<file path="config.mk">
export PLATFORM = sky130hd
export DESIGN_NAME = two_level_page_table_walker_flat
export DESIGN_NICKNAME = d
export VERILOG_FILES = /design/src/design/ptw_pkg.sv /design/src/design/ptw_req_if.sv /design/src/design/ptw_rsp_if.sv /design/src/design/ptw_walk_step.sv /design/src/design/two_level_page_table_walker.sv /design/src/flat_wrapper.sv
export SDC_FILE = /design/constraint.sdc
export NUM_CORES = 1
export LEC_CHECK = 0
export BUFFER_PORTS_ARGS = -buffer_cell sky130_fd_sc_hd__clkbuf_2
export CORE_MARGIN = 5
export CORE_UTILIZATION = 48
export DETAILED_ROUTE_END_ITERATION = 6
export PLACE_DENSITY = 0.82
export SYNTH_ARGS = -nofsm -noshare
export SYNTH_HDL_FRONTEND = slang
export SYNTH_SLANG_ARGS = --single-unit
export TNS_END_PERCENT = 1
</file>
<file path="constraint.sdc">
create_clock -name clk -period 3.2 [get_ports clk]
set_clock_uncertainty 0.2 [all_clocks]
set_input_delay 0.48 -clock clk [delete_from_list [all_inputs] [get_ports clk]]
set_output_delay 0.48 -clock clk [all_outputs]
set_load 0.005 [all_outputs]
</file>
<file path="src/design/ptw_pkg.sv">
// ptw_pkg: shared types and codes for the two-level page table walker
// no dependencies; used by ptw_walk_step, two_level_page_table_walker, walk_checker and tb

package ptw_pkg;

    // result kinds
    localparam logic [1:0] KIND_READ  = 2'd0;
    localparam logic [1:0] KIND_DONE  = 2'd1;
    localparam logic [1:0] KIND_FAULT = 2'd2;

    // fault codes
    localparam logic FAULT_INVALID = 1'b0;
    localparam logic FAULT_DEEP    = 1'b1;

    // request function codes
    localparam logic FUNC_TRANSLATE = 1'b0;
    localparam logic FUNC_PTE_RESP  = 1'b1;

    // field widths
    localparam int unsigned ADDR_W = 32;
    localparam int unsigned PPN_W  = 22;

    // walk state carried between requests
    typedef struct packed {
        logic              busy;
        logic              level;
        logic [ADDR_W-1:0] vaddr;
    } ptw_state_t;

    // one result of the walk
    typedef struct packed {
        logic              emit;
        logic [1:0]        kind;
        logic [ADDR_W-1:0] phys_addr;
        logic              fault_code;
    } ptw_result_t;

endpackage

</file>
<file path="src/design/ptw_req_if.sv">
// ptw_req_if: request channel of the page table walker
// depends on nothing

interface ptw_req_if;
    logic        valid;
    logic        ready;
    logic        func;
    logic [31:0] virt_addr;
    logic [31:0] pte_word;

    modport source (output valid, output func, output virt_addr, output pte_word, input ready);
    modport sink (input valid, input func, input virt_addr, input pte_word, output ready);
endinterface

</file>
<file path="src/design/ptw_rsp_if.sv">
// ptw_rsp_if: result channel of the page table walker
// depends on nothing

interface ptw_rsp_if;
    logic        valid;
    logic        ready;
    logic [1:0]  kind;
    logic [31:0] phys_addr;
    logic        fault_code;

    modport source (output valid, output kind, output phys_addr, output fault_code, input ready);
    modport sink (input valid, input kind, input phys_addr, input fault_code, output ready);
endinterface

</file>
<file path="src/design/ptw_walk_step.sv">
// ptw_walk_step: one step of the walk, combinational
// depends on ptw_pkg for state, result types and codes

module ptw_walk_step (
    input  logic                        func,
    input  logic [31:0]                 virt_addr,
    input  logic [31:0]                 pte_word,
    input  logic [ptw_pkg::PPN_W-1:0]   root_ppn,
    input  ptw_pkg::ptw_state_t         state,
    output ptw_pkg::ptw_state_t         state_next,
    output ptw_pkg::ptw_result_t        result
);

    logic [9:0]  vpn1;
    logic [9:0]  vpn0_saved;
    logic [11:0] off_saved;
    logic        pte_v;
    logic        pte_leaf;

    assign vpn1       = virt_addr[31:22];
    assign vpn0_saved = state.vaddr[21:12];
    assign off_saved  = state.vaddr[11:0];
    assign pte_v      = pte_word[0];
    assign pte_leaf   = pte_word[1] | pte_word[3];

    // decode request against walk state
    always_comb
    begin
        state_next        = state;
        result.emit       = 1'b0;
        result.kind       = ptw_pkg::KIND_READ;
        result.phys_addr  = '0;
        result.fault_code = ptw_pkg::FAULT_INVALID;
        if (func == ptw_pkg::FUNC_TRANSLATE)
        begin
            // new translation: read level-1 entry
            if (!state.busy)
            begin
                state_next.busy  = 1'b1;
                state_next.level = 1'b1;
                state_next.vaddr = virt_addr;
                result.emit      = 1'b1;
                result.kind      = ptw_pkg::KIND_READ;
                result.phys_addr = {root_ppn[19:0], vpn1, 2'b00};
            end
        end
        else if (state.busy)
        begin
            result.emit = 1'b1;
            if (!pte_v)
            begin
                // invalid entry
                state_next.busy   = 1'b0;
                state_next.level  = 1'b1;
                result.kind       = ptw_pkg::KIND_FAULT;
                result.fault_code = ptw_pkg::FAULT_INVALID;
            end
            else if (pte_leaf)
            begin
                // leaf: superpage at level 1, page at level 0
                state_next.busy  = 1'b0;
                state_next.level = 1'b1;
                result.kind      = ptw_pkg::KIND_DONE;
                if (state.level)
                    result.phys_addr = {pte_word[29:20], vpn0_saved, off_saved};
                else
                    result.phys_addr = {pte_word[29:10], off_saved};
            end
            else if (state.level)
            begin
                // pointer at level 1: read level-0 entry
                state_next.level = 1'b0;
                result.kind      = ptw_pkg::KIND_READ;
                result.phys_addr = {pte_word[29:10], vpn0_saved, 2'b00};
            end
            else
            begin
                // pointer at level 0
                state_next.busy   = 1'b0;
                state_next.level  = 1'b1;
                result.kind       = ptw_pkg::KIND_FAULT;
                result.fault_code = ptw_pkg::FAULT_DEEP;
            end
        end
    end

endmodule

</file>
<file path="src/design/two_level_page_table_walker.sv">
// two_level_page_table_walker: top level of the two-level page table walker
// depends on ptw_pkg, ptw_req_if, ptw_rsp_if and ptw_walk_step
//
// Usage:
//   req carries both translation requests (func 0, virt_addr) and entry
//   read responses (func 1, pte_word). rsp carries one result per request
//   that produces one: an entry read request, a finished translation or a
//   page fault. A translation request while a walk is in flight, or a
//   response while idle, is taken and dropped without a result.
//   root_ppn is written through cfg_wr_en / cfg_wr_data; the user must
//   do so only while the walker is idle, the block does not enforce it.
//   Pipeline: a request is held in an input register, then its result
//   sits in the output register that drives rsp.valid.
//   Throughput: one request per cycle while rsp is not stalled, set by the
//   single pass of decode logic between the input and output registers.
//   Stall: while rsp is stalled with a result held, the input register
//   still takes a request if it is empty, then req.ready drops.
//   Reset: no walk in flight, level 1, root_ppn 0, both registers empty.

module two_level_page_table_walker (
    input  logic                      clk,
    input  logic                      rst_n,
    input  logic                      cfg_wr_en,
    input  logic [ptw_pkg::PPN_W-1:0] cfg_wr_data,
    ptw_req_if.sink                   req,
    ptw_rsp_if.source                 rsp
);

    logic [ptw_pkg::PPN_W-1:0] root_ppn_reg;

    logic        s1_valid_reg;
    logic        s1_func_reg;
    logic [31:0] s1_vaddr_reg;
    logic [31:0] s1_pte_reg;

    ptw_pkg::ptw_state_t  state_reg;
    ptw_pkg::ptw_state_t  state_next;
    ptw_pkg::ptw_result_t step_result;

    logic        out_valid_reg;
    logic        out_valid_next;
    logic [1:0]  out_kind_reg;
    logic [31:0] out_addr_reg;
    logic        out_code_reg;

    logic advance;
    logic req_take;

    // the held request moves on once the output slot can take its result
    assign advance  = s1_valid_reg & (~out_valid_reg | rsp.ready);
    assign req.ready = ~s1_valid_reg | advance;
    assign req_take = req.valid & req.ready;

    // configuration register
    always_ff @(posedge clk or negedge rst_n)
    begin
        if (!rst_n)
            root_ppn_reg <= '0;
        else if (cfg_wr_en)
            root_ppn_reg <= cfg_wr_data;
    end

    // input register
    always_ff @(posedge clk or negedge rst_n)
    begin
        if (!rst_n)
            s1_valid_reg <= 1'b0;
        else if (req_take)
            s1_valid_reg <= 1'b1;
        else if (advance)
            s1_valid_reg <= 1'b0;
    end

    always_ff @(posedge clk)
    begin
        if (req_take)
        begin
            s1_func_reg  <= req.func;
            s1_vaddr_reg <= req.virt_addr;
            s1_pte_reg   <= req.pte_word;
        end
    end

    // walk decode
    ptw_walk_step u_step (
        .func       (s1_func_reg),
        .virt_addr  (s1_vaddr_reg),
        .pte_word   (s1_pte_reg),
        .root_ppn   (root_ppn_reg),
        .state      (state_reg),
        .state_next (state_next),
        .result     (step_result)
    );

    // walk state
    always_ff @(posedge clk or negedge rst_n)
    begin
        if (!rst_n)
        begin
            state_reg.busy  <= 1'b0;
            state_reg.level <= 1'b1;
            state_reg.vaddr <= '0;
        end
        else if (advance)
            state_reg <= state_next;
    end

    // output register
    always_comb
    begin
        out_valid_next = out_valid_reg & ~rsp.ready;
        if (advance && step_result.emit)
            out_valid_next = 1'b1;
    end

    always_ff @(posedge clk or negedge rst_n)
    begin
        if (!rst_n)
            out_valid_reg <= 1'b0;
        else
            out_valid_reg <= out_valid_next;
    end

    always_ff @(posedge clk)
    begin
        if (advance && step_result.emit)
        begin
            out_kind_reg <= step_result.kind;
            out_addr_reg <= step_result.phys_addr;
            out_code_reg <= step_result.fault_code;
        end
    end

    assign rsp.valid      = out_valid_reg;
    assign rsp.kind       = out_kind_reg;
    assign rsp.phys_addr  = out_addr_reg;
    assign rsp.fault_code = out_code_reg;

endmodule

</file>
<file path="src/flat_wrapper.sv">
// flat-port wrapper written by rule: the top's interface ports become plain ports
module two_level_page_table_walker_flat 
  (clk, rst_n, cfg_wr_en, cfg_wr_data, req_valid, req_func, req_virt_addr, req_pte_word, req_ready, rsp_valid, rsp_kind, rsp_phys_addr, rsp_fault_code, rsp_ready);
  ptw_req_if req_i ();
  ptw_rsp_if rsp_i ();
  input  logic clk;
  input  logic rst_n;
  input  logic cfg_wr_en;
  input  logic [ptw_pkg::PPN_W-1:0] cfg_wr_data;
  input wire logic [$bits(req_i.valid)-1:0] req_valid;
  input wire logic [$bits(req_i.func)-1:0] req_func;
  input wire logic [$bits(req_i.virt_addr)-1:0] req_virt_addr;
  input wire logic [$bits(req_i.pte_word)-1:0] req_pte_word;
  output wire logic [$bits(req_i.ready)-1:0] req_ready;
  output wire logic [$bits(rsp_i.valid)-1:0] rsp_valid;
  output wire logic [$bits(rsp_i.kind)-1:0] rsp_kind;
  output wire logic [$bits(rsp_i.phys_addr)-1:0] rsp_phys_addr;
  output wire logic [$bits(rsp_i.fault_code)-1:0] rsp_fault_code;
  input wire logic [$bits(rsp_i.ready)-1:0] rsp_ready;
  assign req_i.valid = req_valid;
  assign req_i.func = req_func;
  assign req_i.virt_addr = req_virt_addr;
  assign req_i.pte_word = req_pte_word;
  assign req_ready = req_i.ready;
  assign rsp_valid = rsp_i.valid;
  assign rsp_kind = rsp_i.kind;
  assign rsp_phys_addr = rsp_i.phys_addr;
  assign rsp_fault_code = rsp_i.fault_code;
  assign rsp_i.ready = rsp_ready;
  two_level_page_table_walker u_core (.clk(clk), .rst_n(rst_n), .cfg_wr_en(cfg_wr_en), .cfg_wr_data(cfg_wr_data), .req(req_i), .rsp(rsp_i));
endmodule
</file>
[Word level (Yosys, flattened, before mapping)]
Cells that the tools add are included.
Operators by class
  equal/unequal tests: 2
  reductions and logical operators: 5
  mux-type cells: 21
  bitwise operators: 12
Operator list (count)
  35-bit two-way mux: 2
  32-bit two-way mux: 2
  36-bit two-way mux: 1
  34-bit two-way mux: 1
  33-bit two-way mux: 1
  22-bit two-way mux: 1
  2-bit two-way mux: 6
  1-bit two-way mux: 7
  1-bit NOT: 6
  3-bit AND reduction: 2
  4-bit OR reduction: 1
  1-bit AND: 3
  1-bit OR: 3
  2-bit by 1-bit != test with 1-bit output (second input constant): 1
  2-bit != test (second input constant): 1
  2-bit nonzero test: 1
  1-bit logical AND: 1
Storage, ports and cells
  bits of input ports: 92
  flip-flop bits (word level): 154

[Longest topological paths before layout]
  word-level depth: 7
  mapped depth: 5
  depth with buffers taken out: 4

[Cells and area by module]
Synthesis repeated with hierarchy kept, for this count alone.
Unflattened totals
  cell total of the unflattened synthesis: 449
  area, all modules: 6543.8 µm²
Modules (own cells, without submodules)
  two_level_page_table_walker: instances 1, area an instance 5330.1 µm², cells an instance 228
  ptw_walk_step: instances 1, area an instance 1213.7 µm², cells an instance 221

[Least setup slack after synthesis]
OpenSTA, ideal clock, no wires.
  path kind: input-to-reg
  start: input rsp_ready
  end: register u_core.s1_func_reg, enable pin
  data required time: 2.580 ns
  stages: 2
  setup slack: 0.600 ns
  arrival time: 1.980 ns
  cells stage by stage: nand3b_1 > and2_1
Between the ends
  word-level cells in the longest chain between the ends: 4
RTL lines
  start: declaration: RTL line flat_wrapper.sv:19  | input wire logic [$bits(rsp_i.ready)-1:0] rsp_ready;
  1-bit OR: RTL line two_level_page_table_walker.sv:50  | assign advance = s1_valid_reg & (~out_valid_reg | rsp.ready);
  1-bit AND: RTL line two_level_page_table_walker.sv:50
  1-bit OR: RTL line two_level_page_table_walker.sv:51  | assign req.ready = ~s1_valid_reg | advance;
  1-bit AND: RTL line two_level_page_table_walker.sv:52  | assign req_take = req.valid & req.ready;
  via u_core.req_take: RTL line two_level_page_table_walker.sv:47  | logic req_take;
  end signal: assignment: RTL line two_level_page_table_walker.sv:78  | s1_func_reg <= req.func;
  end: declaration: RTL line two_level_page_table_walker.sv:32  | logic s1_func_reg;
The timed path passes the listed nets, and every way through them passes these cells.
A chain may end at the register's enable or synchronous reset.

==> flow_summary.yaml <==
synthesis:
  async_reset_ff_frac: 0.3358
  postSynthAreaPerCell_um2: 17.09
  synth_seq_cells: 137
  synth-edff-count: 91
  yosysSeqAreaShare: 0.7553
  yosysMostFrequentCell: "edfxtp_1"
  yosysTopAreaCell: "edfxtp_1"
  synthTopCellsByArea: "edfxtp_1 (53%), dfrtp_1 (22%), mux2_1 (9.2%)"
  netlist_top_cells_count: "edfxtp_1 (91), dfrtp_1 (45), mux2_1 (42)"
  synth_top_area_frac: 0.5313
  yosysUniqueCellTypes: 33
  synth_ff_type: "edfxtp_1"
  syn_inst: 301
  synth_nets: 395
  synth_area_um2: 5144
  ys_warn_count: 0
worst_setup_path:
  crit_path_max_fanout: 15
  crit_type: "reg2reg"
  critPathCaptureType: "register"
  r2r_slack_ps: 1040
  r2r_cells: 3
  regToRegStartpoint: "u_core.s1_pte_reg[3]"
  worstPathRequired_ps: 3260
  startpoint_type: "register"
  r2r_end: "u_core.rsp.phys_addr[15]"
  worstPathArrival_ps: 2220
detailed_routing:
  via_per_inst: 5.223
  first_iter_violations: 169
  drt_pre_antenna_iters: 4
  routed-via-count: 3395
  drt-total-wl_um: 12510
  ant_nets: 0
  drt-wirelength-per-cell_um: 19.25
  drc_errors: 0
layout:
  fillers: 689
  multi_input_area_um2: 1184
  drive_gt1_frac: 0.3074
  num_antenna_cells: 0
  nNetsFinal: 595
  ff_latch_area_um2: 3885
  instances_no_fill: 650
  area_growth_pct: 41.18
clock_network:
  post-cts-setup-buffers: 0
  ctsResizeCount: 0
  cts_tree: "yes"
  clk_pin_slew_ps: 60
  cts_made_buffers: 17
  clk_latency_ps: 510
  htree_levels: 4
  clock_path_buffers: 2
  clockRootBuffer: "clkbuf_8"
  clock_sinks: 137
sta:
  rsz0062_at_grt: "false"
  slew_headroom: 0.3522
  max_slew.worst_pin.slew_ps: 970.7
  setup_violations: 0
  hold_ws_ps: 12.18
  period_needed_ps: 2163
  hold_violations: 0
  setup-tns-final_ps: 0
  fmax_mhz: 462.4
  min_period_over_period: 0.6759
  drv_slew: 0
global_routing:
  grt_pass1_wl_um: 19870
  grt_use_total: 0.2065
  antenna_found_initial: 0
  gr-total-overflow: 0
  grt_pass1_vias: 3772
  grt_max_degree: 57
pwr:
  design_power_total_mw: 5.499
  p_per_area_nw_per_um2: 757.3
  ir_drop_v: 0.0003946
  p_leak_nw: 3.016
floorplan:
  core-area_um2: 10370
  die_height_um: 113.5
  initial_core_util: 0.4960
  fp.dieArea_um2: 12890
  num_rows: 37
  ios: 129
  dieWidth_um: 113.5
job:
  max-cap-violations: 0
worst_hold_path:
  hold_end: "u_core.root_ppn_reg[10]"
  hp-start: "cfg_wr_data[10]"
  hold_depth: 2
  hold_path_class: "in2reg"
place:
  post-place-cells: 544
  port-buffer-count: 117
  place_congestion: 0.8344
  hpwlAfterDp_um: 7287
outcome:
  status: "complete, no violations"
## worst max path at each step
| stage | start | to | slack, ps | cells after the start |
|---|---|---|---|---|
| after global placement | u_core.s1_pte_reg[3] | u_core.rsp.phys_addr[20] | 1110 | 3 |
| after floorplan | rsp_ready | u_core.s1_func_reg | 600 | 2 |
| final | u_core.s1_pte_reg[3] | u_core.rsp.phys_addr[15] | 1040 | 3 |
| after detailed placement | u_core.s1_pte_reg[3] | u_core.rsp.phys_addr[15] | 1050 | 3 |
| after CTS | u_core.s1_pte_reg[3] | u_core.rsp.phys_addr[15] | 1050 | 3 |
| after global routing | u_core.s1_func_reg | u_core.rsp.phys_addr[7] | 850 | 4 |
## worst max-delay path, cell delays in order, from the launching register on
cell      delay (ps)
edfxtp_1         600
or2_1            390
and3_1           350
a221o_1          350
## logic make-up (layout without fill, tap and decap cells)
kind of cell | count (synthesis) | count (layout) | share of synthesized area
and+or+nand+nor | 45 | 45 | 0.04914
DFF | 137 | 137 | 0.7553
muxes | 44 | 44 | 0.09608
buffers and inverters | 18 | 231 | 0.01532
AOI/OAI and AO/OA | 55 | 55 | 0.07930
adders and majority gates | 2 | 2 | 0.004864
## placed cells by master, fill, tap and decap left out, types with 2 or more instances in the layout
master | synthesis | layout
o21ai_1 | 11 | 11
and3_1 | 4 | 4
o21a_1 | 10 | 10
a31oi_1 | 10 | 10
dlygate4sd3_1 | 0 | 74
mux2_1 | 42 | 42
dfrtp_1 | 45 | 45
a221o_1 | 9 | 9
nor2_1 | 4 | 3
a22o_1 | 10 | 10
buf_4 | 0 | 5
clkbuf_2 | 0 | 117
nand2_1 | 14 | 14
nand2b_1 | 2 | 2
nand3b_1 | 3 | 3
nand3_1 | 2 | 2
inv_6 | 0 | 2
clkinv_4 | 0 | 3
inv_1 | 3 | 3
and2_1 | 11 | 10
bufinv_16 | 0 | 5
clkbuf_8 | 0 | 2
edfxtp_1 | 91 | 91
clkbuf_16 | 0 | 16
ha_1 | 2 | 2
## repair_timing
| item | in CTS | in global routing |
|---|---|---|
| endpoints found under the setup margin | 0 | 0 |
| hold endpoints to repair | 99 | 0 |
| hold buffers | 74 | 0 |
## per-layer routing
layer | GRT usage | vias up | routed length (µm)
met1 | 0.2314 | 1697 | 4543
met2 | 0.3812 | 123 | 7030
met4 | 0.08013 | 0 | 244
met3 | 0.04509 | 21 | 696
met5 | 0 | - | 0
li1 | - | 1554 | -
## report_power, final
part           internal [mW]  total [mW]  leakage (nW)  switching (mW)
Combinational          0.420       0.822          1.28           0.402
Clock                   1.38        2.13         0.313           0.751
Sequential              2.31        2.55          1.42           0.235
Total                   4.11        5.50          3.02            1.39
## metrics by stage
stage               instance area [µm²]    util  setup slack, ps
floorplan                          5144       -            600.0
global placement                   5873  0.5664             1107
detailed placement                 5873  0.5664             1051
CTS                                7262  0.7003             1051
global route                       7262  0.7003            846.7
finish                             7262  0.7003             1037
## cell type report
type / count / area share
clock buffer: 19 / 0.05944
tap: 136 / 0.02343
multi-input combinational: 146 / 0.1630
sequential: 137 / 0.5350
inverter: 3 / 0.001551
timing repair buffer: 196 / 0.1878
clock inverter: 13 / 0.02981
No activity file was read; power rests on OpenSTA's default activity.
